[src/hw/rtl/detp_pkg.sv]
// Shared types, constants and helpers for the diffuse energy time propagation block.
package detp_pkg;

  // Fixed field widths
  localparam int unsigned E_W      = 48;
  localparam int unsigned FRAC_W   = 17;
  localparam int unsigned DLY_W    = 10;
  localparam int unsigned TIME_W   = 10;
  localparam int unsigned TRI_IO_W = 6;
  localparam int unsigned TC_W     = 7;
  localparam int unsigned OP_W     = 3;
  localparam int unsigned CFG_IDX_W = 2;

  // Defaults for the top level parameters
  localparam int unsigned MAX_TRIANGLES_DEF = 64;
  localparam int unsigned MAX_BINS_DEF      = 1024;

  // Fixed point constants
  localparam logic [FRAC_W-1:0] ONE_FRAC  = 17'd65536;
  localparam logic [FRAC_W-1:0] ABS_RESET = 17'd13107;
  localparam int unsigned       DUR_LIMIT = 1000;
  localparam logic [E_W-1:0]    E_MAX     = {E_W{1'b1}};

  // Configuration register reset values
  localparam logic [TC_W-1:0]   TC_RESET  = 7'd1;
  localparam logic [TIME_W-1:0] DUR_RESET = 10'd1000;
  localparam logic [E_W-1:0]    BF_RESET  = 48'd1100;
  localparam logic [E_W-1:0]    CF_RESET  = 48'd110;

  typedef enum logic [OP_W-1:0] {
    OP_ABS   = 3'd0,
    OP_LINK  = 3'd1,
    OP_SEED  = 3'd2,
    OP_STEP  = 3'd3,
    OP_CLEAR = 3'd4
  } op_e;

  typedef enum logic [CFG_IDX_W-1:0] {
    CFG_TRI_COUNT  = 2'd0,
    CFG_DURATION   = 2'd1,
    CFG_BIN_FLOOR  = 2'd2,
    CFG_CELL_FLOOR = 2'd3
  } cfg_reg_e;

  typedef enum logic [4:0] {
    S_CLEAR,
    S_IDLE,
    S_DECODE,
    S_SEED_WR,
    S_SUM,
    S_SUM_ACC,
    S_SUM_CHK,
    S_CELL,
    S_CELL_CHK,
    S_PEND,
    S_REFL_LO,
    S_REFL_HI,
    S_REFL_CHK,
    S_LINK,
    S_LINK_CHK,
    S_SHARE_LO,
    S_SHARE_HI,
    S_TGT_RD,
    S_TGT_WR,
    S_FINAL
  } state_e;

  // Controller to datapath commands
  typedef struct packed {
    logic load_in;
    logic abs_wr;
    logic link_wr;
    logic clr_init;
    logic clr_step;
    logic step_init;
    logic bin_adv;
    logic seed_rd;
    logic seed_wr;
    logic sum_rd;
    logic sum_acc;
    logic i_clr;
    logic i_inc;
    logic cell_rd;
    logic e_load;
    logic pend_shift;
    logic mul_lo;
    logic mul_hi;
    logic mul_share;
    logic link_rd;
    logic link_load;
    logic j_clr;
    logic j_inc;
    logic tgt_rd;
    logic tgt_wr;
    logic final_out;
  } cmd_t;

  // Datapath to controller status
  typedef struct packed {
    op_e  op;
    logic seed_ok;
    logic run_done;
    logic i_lt_n;
    logic j_lt_n;
    logic total_ok;
    logic e_ok;
    logic refl_ok;
    logic link_ok;
    logic pend_valid;
    logic out_free;
    logic clr_last;
  } status_t;

  // Saturating add of two Q8.40 values
  function automatic logic [E_W-1:0] sat_add(input logic [E_W-1:0] a,
                                             input logic [E_W-1:0] b);
    logic [E_W:0] s;
    s = {1'b0, a} + {1'b0, b};
    return s[E_W] ? E_MAX : s[E_W-1:0];
  endfunction

  // Fraction clamp to one
  function automatic logic [FRAC_W-1:0] clamp_frac(input logic [FRAC_W-1:0] v);
    return (v > ONE_FRAC) ? ONE_FRAC : v;
  endfunction

endpackage

[src/hw/rtl/detp_ctrl.sv]
// Sequencing state machine for the propagation block.
module detp_ctrl
  import detp_pkg::*;
(
  input  logic    clk_i,
  input  logic    rst_ni,
  input  logic    in_valid_i,
  output logic    in_stall_o,
  input  status_t st_i,
  output cmd_t    cmd_o
);

  state_e state_q, state_d;

  // State register; reset starts the store clearing pass
  always_ff @(posedge clk_i or negedge rst_ni) begin
    if (!rst_ni) begin
      state_q <= S_CLEAR;
    end else begin
      state_q <= state_d;
    end
  end

  assign in_stall_o = (state_q != S_IDLE);

  // Next state and commands
  always_comb begin
    state_d = state_q;
    cmd_o   = '0;
    unique case (state_q)
      S_CLEAR: begin
        cmd_o.clr_step = 1'b1;
        if (st_i.clr_last) state_d = S_IDLE;
      end
      S_IDLE: begin
        if (in_valid_i) begin
          cmd_o.load_in = 1'b1;
          state_d       = S_DECODE;
        end
      end
      S_DECODE: begin
        state_d = S_IDLE;
        unique case (st_i.op)
          OP_ABS:  cmd_o.abs_wr = 1'b1;
          OP_LINK: cmd_o.link_wr = 1'b1;
          OP_SEED: begin
            if (st_i.seed_ok) begin
              cmd_o.seed_rd = 1'b1;
              state_d       = S_SEED_WR;
            end
          end
          OP_CLEAR: begin
            cmd_o.clr_init = 1'b1;
            state_d        = S_CLEAR;
          end
          OP_STEP: begin
            cmd_o.step_init = 1'b1;
            cmd_o.i_clr     = 1'b1;
            if (st_i.run_done) begin
              state_d = S_FINAL;
            end else begin
              cmd_o.bin_adv = 1'b1;
              state_d       = S_SUM;
            end
          end
          default: state_d = S_IDLE;
        endcase
      end
      S_SEED_WR: begin
        cmd_o.seed_wr = 1'b1;
        state_d       = S_IDLE;
      end
      // Bin total over the triangles in use
      S_SUM: begin
        if (st_i.i_lt_n) begin
          cmd_o.sum_rd = 1'b1;
          cmd_o.i_inc  = 1'b1;
          state_d      = S_SUM_ACC;
        end else begin
          state_d = S_SUM_CHK;
        end
      end
      S_SUM_ACC: begin
        cmd_o.sum_acc = 1'b1;
        state_d       = S_SUM;
      end
      S_SUM_CHK: begin
        cmd_o.i_clr = 1'b1;
        state_d     = st_i.total_ok ? S_CELL : S_FINAL;
      end
      // Cell scan in ascending triangle order
      S_CELL: begin
        if (st_i.i_lt_n) begin
          cmd_o.cell_rd = 1'b1;
          state_d       = S_CELL_CHK;
        end else begin
          state_d = S_FINAL;
        end
      end
      S_CELL_CHK: begin
        cmd_o.e_load = 1'b1;
        if (st_i.e_ok) begin
          state_d = S_PEND;
        end else begin
          cmd_o.i_inc = 1'b1;
          state_d     = S_CELL;
        end
      end
      S_PEND: begin
        if (!st_i.pend_valid || st_i.out_free) begin
          cmd_o.pend_shift = 1'b1;
          state_d          = S_REFL_LO;
        end
      end
      S_REFL_LO: begin
        cmd_o.mul_lo = 1'b1;
        state_d      = S_REFL_HI;
      end
      S_REFL_HI: begin
        cmd_o.mul_hi = 1'b1;
        state_d      = S_REFL_CHK;
      end
      S_REFL_CHK: begin
        cmd_o.j_clr = 1'b1;
        if (st_i.refl_ok) begin
          state_d = S_LINK;
        end else begin
          cmd_o.i_inc = 1'b1;
          state_d     = S_CELL;
        end
      end
      // Link walk for the current source cell
      S_LINK: begin
        if (st_i.j_lt_n) begin
          cmd_o.link_rd = 1'b1;
          state_d       = S_LINK_CHK;
        end else begin
          cmd_o.i_inc = 1'b1;
          state_d     = S_CELL;
        end
      end
      S_LINK_CHK: begin
        cmd_o.link_load = 1'b1;
        if (st_i.link_ok) begin
          state_d = S_SHARE_LO;
        end else begin
          cmd_o.j_inc = 1'b1;
          state_d     = S_LINK;
        end
      end
      S_SHARE_LO: begin
        cmd_o.mul_lo    = 1'b1;
        cmd_o.mul_share = 1'b1;
        state_d         = S_SHARE_HI;
      end
      S_SHARE_HI: begin
        cmd_o.mul_hi    = 1'b1;
        cmd_o.mul_share = 1'b1;
        state_d         = S_TGT_RD;
      end
      S_TGT_RD: begin
        cmd_o.tgt_rd = 1'b1;
        state_d      = S_TGT_WR;
      end
      S_TGT_WR: begin
        cmd_o.tgt_wr = 1'b1;
        cmd_o.j_inc  = 1'b1;
        state_d      = S_LINK;
      end
      // Last sample of the step or the empty marker
      S_FINAL: begin
        if (st_i.out_free) begin
          cmd_o.final_out = 1'b1;
          state_d         = S_IDLE;
        end
      end
      default: state_d = S_IDLE;
    endcase
  end

endmodule

[config.mk]
export PLATFORM = sky130hd
export DESIGN_NAME = detp_ctrl
export DESIGN_NICKNAME = d
export VERILOG_FILES = /design/src/hw/rtl/detp_pkg.sv /design/src/hw/rtl/detp_ctrl.sv
export SDC_FILE = /design/constraint.sdc
export NUM_CORES = 1
export LEC_CHECK = 0
export ABC_AREA = 1
export BUFFER_PORTS_ARGS = -buffer_cell sky130_fd_sc_hd__buf_2
export CAP_MARGIN = 20
export CORE_MARGIN = 2
export CORE_UTILIZATION = 40
export DETAILED_ROUTE_END_ITERATION = 8
export PLACE_DENSITY = 0.72
export SLEW_MARGIN = 20
export SYNTH_ARGS = -nofsm -noshare
export SYNTH_HDL_FRONTEND = slang
export SYNTH_SLANG_ARGS = --single-unit
[constraint.sdc]
create_clock -name clk_i -period 3.2 [get_ports clk_i]
set_clock_uncertainty 0.15 [all_clocks]
set_input_delay 0.48 -clock clk_i [delete_from_list [all_inputs] [get_ports clk_i]]
set_output_delay 0.48 -clock clk_i [all_outputs]
set_load 0.005 [all_outputs]
# == Yosys cells after proc, flatten, opt, wreduce, memory -nomap -nowiden ==
# Cells that the tools add are included.
# totals
ff_bits,5
inputBits,17
out_inout_bits,27
wordCells,91
# op_classes
n_eq_ne,28
mux,54
n_reduce_logical,8
# op_table
op,count
one-hot mux 5 bit (19 select lines),1
equality test 5 x 4 -> 1 bit (second input constant),8
two-way mux 5 bit,7
two-way mux 1 bit,33
equality test 5 x 3 -> 1 bit (second input constant),4
equality test 5 bit (second input constant),4
one-hot mux 5 bit (3 select lines),1
two-way mux 4 bit,3
equality test 5 x 2 -> 1 bit (second input constant),2
two-way mux 2 bit,4
!= test 2 bit (second input constant),4
equality test 3 x 2 -> 1 bit (second input constant),2
two-way mux 3 bit,2
OR reduction 2 bit,3
equality test 5 x 1 -> 1 bit (second input constant),1
zero test 5 bit,1
!= test 5 x 1 -> 1 bit (second input constant),1
one-hot mux 1 bit (2 select lines),2
one-hot mux 1 bit (4 select lines),1
AND reduction 4 bit,1
equality test 3 x 1 -> 1 bit (second input constant),1
equality test 3 bit (second input constant),1
zero test 3 bit,1
zero test 1 bit,1
logical OR 1 bit,1

# == Longest topological paths before layout ==
# Gate-level depths: netlist (run 1).
# depth
word_depth,4
depth_mapped,12
mapped_depth_nobuf,11

# == Worst setup path before layout (run 1) ==
# No wires, ideal clock.
# synth_timing
path_kind,register -> output
from,register state_q[2]
to,output port cmd_o[19] (netlist bit)
arrival_ns,1.136
required_ns,2.570
path_slack_ns,1.434
stages_incl_launch_ff,6
path_buffers,0
path_cell_list,dfrtp_1 -> nor2_2 -> nand2_2 -> nor2_4 -> inv_1 -> nor2_1
# synth_rtl
item,line,source
from (decl),detp_ctrl.sv:13,"state_e state_q, state_d;"
from (signal assigned),detp_ctrl.sv:20,state_q <= state_d;
to (decl),detp_ctrl.sv:10,output cmd_t cmd_o

==> impl_metrics.yaml, run 1 <==
route:
  wl_um: 2590
  route.detailed.drc: 0
  via_per_inst: 5.07
  num_vias: 1165
  firstDrtPassIters: 4
  antenna_left: 0
  drt_iter0_drc: 37
  avgRoutedWirePerCell_um: 11.3
cts:
  cts_root_buf: "clkbuf_4"
  clkLatencyLatePin_ns: 0.24
  clk_pin_slew_ns: 0.04
  cts_buffers: 3
  clockBufferDepth: 2
  h-tree-depth: 1
  cts.sinks: 5
  postCtsSetupBuffers: 0
  cts_tree: "done"
power:
  peakVddDrop_uv: 647
  p_int_mw: 0.302
  power_leakage_nw: 0.737
  switching_share: 0.566
  power.density_nw_per_um2: 617
  total_switching_power_mw: 0.393
  p_seq_frac: 0.203
  power_frac_clock: 0.104
  p_comb_frac: 0.694
sta:
  min_period_over_period: 0.710
  worst_pin_slew_ns: 0.396
  finalHoldViolations: 0
  fmax_mhz: 440
  fin_crit_ns: 2.27
  slew_viol_final: 0
  finalSetupViolCount: 0
  fin_setup_tns_ns: 0
  relSlewSlack: 0.736
  rsz0062_at_grt: "no"
global_routing:
  met2_usage: 0.425
  grt_pass1_vias: 1075
  grt_max_degree: 10
  use_met1: 0.279
  grtUsageMet3: 0.0424
  grtUsageTotal: 0.229
  grt_pass1_wl_um: 4540
  grt.busiest_layer: "met2"
  grt.overflow.total: 0
  antenna_found_initial: 0
finish:
  largest_registers: "state_q x5"
  finalNonFillerCells: 230
  regMostFlops: "state_q"
  syn_to_final_growth_pct: 33.1
  layout-drive-gt1-share: 0.374
  largest_reg_flops: 5
  n_antenna_cell: 0
  fillers: 209
  final_nets: 221
synthesis:
  synth_seq_cells: 5
  syn_inst: 156
  postSynthAreaPerCell_um2: 5.42
  ys_warn_count: 0
  yosys.area.top_type: "nand2_1"
  syn_nets: 173
  synth_cell_types: 25
  ys_top_cells_by_area: "nand2_1 19%, dfrtp_1 15%, nor2_1 14%"
  synth_area_um2: 846
  yosysTopAreaCellShare: 0.186
  ys_seq_area_frac: 0.148
floorplanning:
  die-area_um2: 2500
  ios: 44
  die_x_um: 50.0
  row_count: 16
  initial_core_util: 0.427
  die_y_um: 50.0
  core-area_um2: 1980
placed_design:
  dpl.cell_count: 225
  io_buffer_count: 43
  place_congestion: 0.971
  post-dp-hpwl_um: 2260
min_path:
  hold_class: "input pin to register"
critical_path:
  crit_required_ns: 2.57
  cp-end-kind: "output pin"
  cp_data_arrival_time_ns: 1.64
  crit_fanout: 5
  crit_type: "register to output pin"
  critPathLaunchType: "register"
run_status:
  status: "finished clean"
run:
  maxCapViolations: 0
[per-layer routing]
metal	wire length, µm	share of wire	vias to the layer above
li1	-	-	588
met1	1080	0.42	514
met2	1280	0.50	58
met3	200	0.077	5
met4	23	0.0089	0
met5	0	0	-
[power by group through the flow]
stage / logic [mW] / clock network [mW] / registers [mW]
floorplan: 0.367 / 0 / 0.113
global placement: 0.481 / 0 / 0.142
detailed placement: 0.480 / 0 / 0.141
CTS: 0.483 / 0.0747 / 0.140
global route: 0.545 / 0.0820 / 0.145
finish: 0.482 / 0.0719 / 0.141
[cell usage in the layout, fill, tap and decap left out]
cell type	n
nand2_1	42
nand2_2	4
nand4_1	4
clkbuf_1	1
o21ai_0	4
nor3_4	1
a211oi_1	1
o2111ai_1	1
dlygate4sd3_1	1
nand3_1	8
nor4_1	2
dfrtp_1	5
o21ai_2	1
inv_2	10
a21oi_2	1
a21oi_1	1
o22ai_1	1
clkinv_2	1
nand3b_2	1
nor2_2	4
nor3_1	8
clkbuf_4	3
buf_2	43
nand2_4	2
nand3_2	3
nor2_1	32
nor2_4	2
inv_1	16
[Yosys cell counts (all sizes together)]
cell	n
nand3b	1
nand3	11
nor2	38
a211oi	1
clkinv	1
nor4	2
nand4	4
dfrtp	5
o21ai	5
inv	26
o22ai	1
o2111ai	1
nor3	9
a21oi	2
buf	1
nand2	48
[logic make-up (layout without fill, tap and decap cells)]
group                  Yosys count  count (layout)  synth area share
AOI/OAI and AO/OA               10              10            0.0769
DFF                              5               5             0.148
and+or+nand+nor                113             113             0.648
buffers and inverters           28              75             0.127
[timing repair]
item                      4_1_cts  5_1_grt
gates resized for setup         0        0
hold buffers                    1        0
hold endpoints to repair        5        0
[worst max-delay path, stage by stage (launching register included)]
cell and delay [ns]:
dfrtp_1 0.43, inv_2 0.10, nand2_2 0.11, nor2_1 0.17, nand2_2 0.14, nor2_4 0.12, inv_1 0.06, nor2_1 0.13
buf_2 0.14
[stage by stage]
step                setup slack, ns  hold WS (ns)  area, µm²  utilization  total power, mW
floorplan                      1.43        0.0344        846            -            0.480
global placement               1.24         0.143       1090        0.550            0.623
detailed placement             1.21         0.147       1090        0.550            0.621
CTS                           0.937         0.392       1130        0.568            0.697
global route                  0.747         0.401       1130        0.568            0.772
finish                        0.929         0.392       1130        0.568            0.695
[cell type report]
| cell class | count | area (µm²) | area share |
|---|---|---|---|
| repair buffers | 44 | 225 | 0.200 |
| well taps | 27 | 33.8 | 0.0300 |
| clock buffers | 4 | 26.3 | 0.0233 |
| multi-input cells | 123 | 613 | 0.544 |
| flip-flops and latches | 5 | 125 | 0.111 |
| inverters | 27 | 103 | 0.0911 |
[path summary, 6_finish.rpt]
path / slack [ns] / to / cells after the start / start
max in group asynchronous: 2.34 / state_q[3]$_DFFE_PN0P_ / 2 / rst_ni
setup / recovery: 0.93 / cmd_o[19] / 8 / state_q[0]$_DFFE_PN0P_
hold / removal: 0.39 / state_q[4]$_DFFE_PN0P_ / 3 / st_i[9]
hold reg to reg: 0.61 / state_q[1]$_DFFE_PN0P_ / 2 / state_q[4]$_DFFE_PN0P_
setup reg to reg: 1.50 / state_q[1]$_DFFE_PN0P_ / 8 / state_q[2]$_DFFE_PN0P_
min in group asynchronous: 0.43 / state_q[0]$_DFFE_PN0P_ / 2 / rst_ni
Note: power is estimated with default switching activity, not from simulation.
==> run 2: changes to the inputs <==
==> constraint.sdc (replaced) <==
create_clock -name clk_i -period 2.1 [get_ports clk_i]
set_clock_uncertainty 0.15 [all_clocks]
set_input_delay 0.315 -clock clk_i [delete_from_list [all_inputs] [get_ports clk_i]]
set_output_delay 0.315 -clock clk_i [all_outputs]
set_load 0.005 [all_outputs]
==> run 2 against run 1 <==
  * Flip-flop and latch count stayed put
  * Final cell count increased by 1.7%
  * Die area unchanged
  * Routed wire length is 8.3% higher
  * Critical endpoint unchanged
  * Count of clock-buffer cells in the layout unchanged
  * Worst setup slack got worse by 0.81 ns
  * First-iteration DRC count increased by 14%
  * Clock power is 66% higher
  * Via count is 2.0% higher
  * Power up 66%
  * Critical path depth is the same
==> impl_metrics.yaml, run 2 (same netlist as run 1, synthesis figures left out) <==
placed_design:
  dpl.cell_count: 225
  post-dp-hpwl_um: 2290
  place_congestion: 0.954
  io_buffer_count: 43
  dp_slack_ns: 0.285
critical_path:
  r2r_setup_slack_ns: 0.30
  slowest_delay_ns: 0.44
  cp-end-kind: "output pin"
  slowest_stage: "dfrtp_2"
  crit_type: "register to output pin"
  worst_r2r_path_depth: 9
  cp_data_arrival_time_ns: 1.51
  critPathLaunchType: "register"
  crit_fanout: 5
  r2r-end: "state_q[1]$_DFFE_PN0P_"
  crit_top_cell: "nor2_4"
  r2r_start: "state_q[1]$_DFFE_PN0P_"
  crit_required_ns: 1.63
  startpoint: "state_q[0]$_DFFE_PN0P_"
  crit_chain: "inv_2 > nand2_4 > nor2_4 > nand2_2 > nor2_4 > inv_1 > nor2_2 > buf_2"
power:
  p_int_mw: 0.509
  power.density_nw_per_um2: 973
  power_frac_clock: 0.104
  p_comb_frac: 0.699
  total_switching_power_mw: 0.643
  peakVddDrop_uv: 944
  p_seq_frac: 0.197
  power_leakage_nw: 0.762
  finalPower_mw: 1.15
  switching_share: 0.558
finish:
  regMostFlops: "state_q"
  fillers: 201
  largest_registers: "state_q x5"
  syn_to_final_growth_pct: 39.9
  largest_reg_flops: 5
  final_common_cell: "buf_2"
  final_nets: 225
  multi_input_area_um2: 636
  seqCellArea_um2: 130
  n_antenna_cell: 0
  finalNonFillerCells: 234
  layout-drive-gt1-share: 0.420
  final_cell_mix: "43 x buf_2, 42 x nand2_1, 29 x nor2_1, 16 x inv_1, 10 x inv_2"
cts:
  cts_buffers: 3
  clkLatencyLatePin_ns: 0.25
  clockBufferDepth: 2
  cts.sinks: 5
  cts_tree: "done"
  clk_pin_slew_ns: 0.06
  cts_root_buf: "clkbuf_4"
  h-tree-depth: 1
min_path:
  min_to: "state_q[3]$_DFFE_PN0P_"
  min_path_cells: 3
  hp-start: "st_i[4]"
  hold_class: "input pin to register"
route:
  num_vias: 1188
  avgRoutedWirePerCell_um: 12.0
  firstDrtPassIters: 4
  drt_iter0_drc: 42
  wl_um: 2800
  route.detailed.drc: 0
  via_per_inst: 5.08
  antenna_left: 0
global_routing:
  grtUsageTotal: 0.243
  antenna_found_initial: 0
  grt_max_degree: 10
  grt_pass1_vias: 1064
  grt_pass1_wl_um: 4710
  grt.overflow.total: 0
floorplanning:
  core-area_um2: 1980
  die_x_um: 50.0
  initial_core_util: 0.427
  die_y_um: 50.0
  ios: 44
  row_count: 16
  die-area_um2: 2500
run_status:
  status: "finished clean"
sta:
  fin_setup_tns_ns: 0
  worst_pin_slew_ns: 0.304
  finalHoldViolations: 0
  fin_crit_ns: 1.98
  slew_viol_final: 0
  min_period_over_period: 0.941
  relSlewSlack: 0.797
  fin_ws_ns: 0.123
  finalSetupViolCount: 0
  fmax_mhz: 506
  rsz0062_at_grt: "no"
run:
  maxCapViolations: 0
run 2: metrics by stage:
step	hold slack, ns	area (µm²)	util
2_1_floorplan	-0.131	846	-
3_3_place_gp	-0.0210	1090	0.550
3_5_place_dp	-0.0193	1090	0.550
4_1_cts	0.227	1130	0.568
5_1_grt	0.214	1180	0.597
6_report	0.183	1180	0.597
run 2: area by class of cell:
type,count,area share
Multi-Input combinational cell,123,0.537
Tap cell,27,0.0285
Sequential cell,5,0.110
Inverter,27,0.0867
Clock buffer,4,0.0222
Timing Repair Buffer,48,0.216
run 2: critical path, delay by kind of cell, from the launching register on:
kind                   cells  cell delay [ns]
buffers and inverters      3             0.28
DFF                        1             0.44
and+or+nand+nor            5             0.52
run 2: worst max path at each step:
stage               cells past startpoint         to
finish                                  8  cmd_o[19]
floorplan                               5  cmd_o[19]
detailed placement                      8  cmd_o[19]
global placement                        8  cmd_o[19]
CTS                                     8  cmd_o[19]
global route                            8  cmd_o[19]
run 2: layer usage:
layer,track usage,up-vias,share of wire
met3,0.0394,2,0.060
met2,0.417,49,0.51
met4,0.0741,0,0.0057
met1,0.307,544,0.43
met5,0,-,0
li1,-,593,-
run 2: power by group through the flow:
| stage | combinational, mW | sequential (mW) | clock, mW |
|---|---|---|---|
| after floorplan | 0.559 | 0.173 | 0 |
| after global placement | 0.736 | 0.216 | 0 |
| after detailed placement | 0.733 | 0.218 | 0 |
| after CTS | 0.739 | 0.217 | 0.113 |
| after global routing | 0.908 | 0.234 | 0.125 |
| final | 0.805 | 0.227 | 0.119 |
run 2: repair_timing:
| item | CTS | global route |
|---|---|---|
| hold endpoints to repair | 5 | 0 |
| hold buffers | 1 | 0 |
| buffers inserted | 0 | 4 |
| resized for setup | 0 | 10 |
| setup endpoints to repair | 0 | 8 |
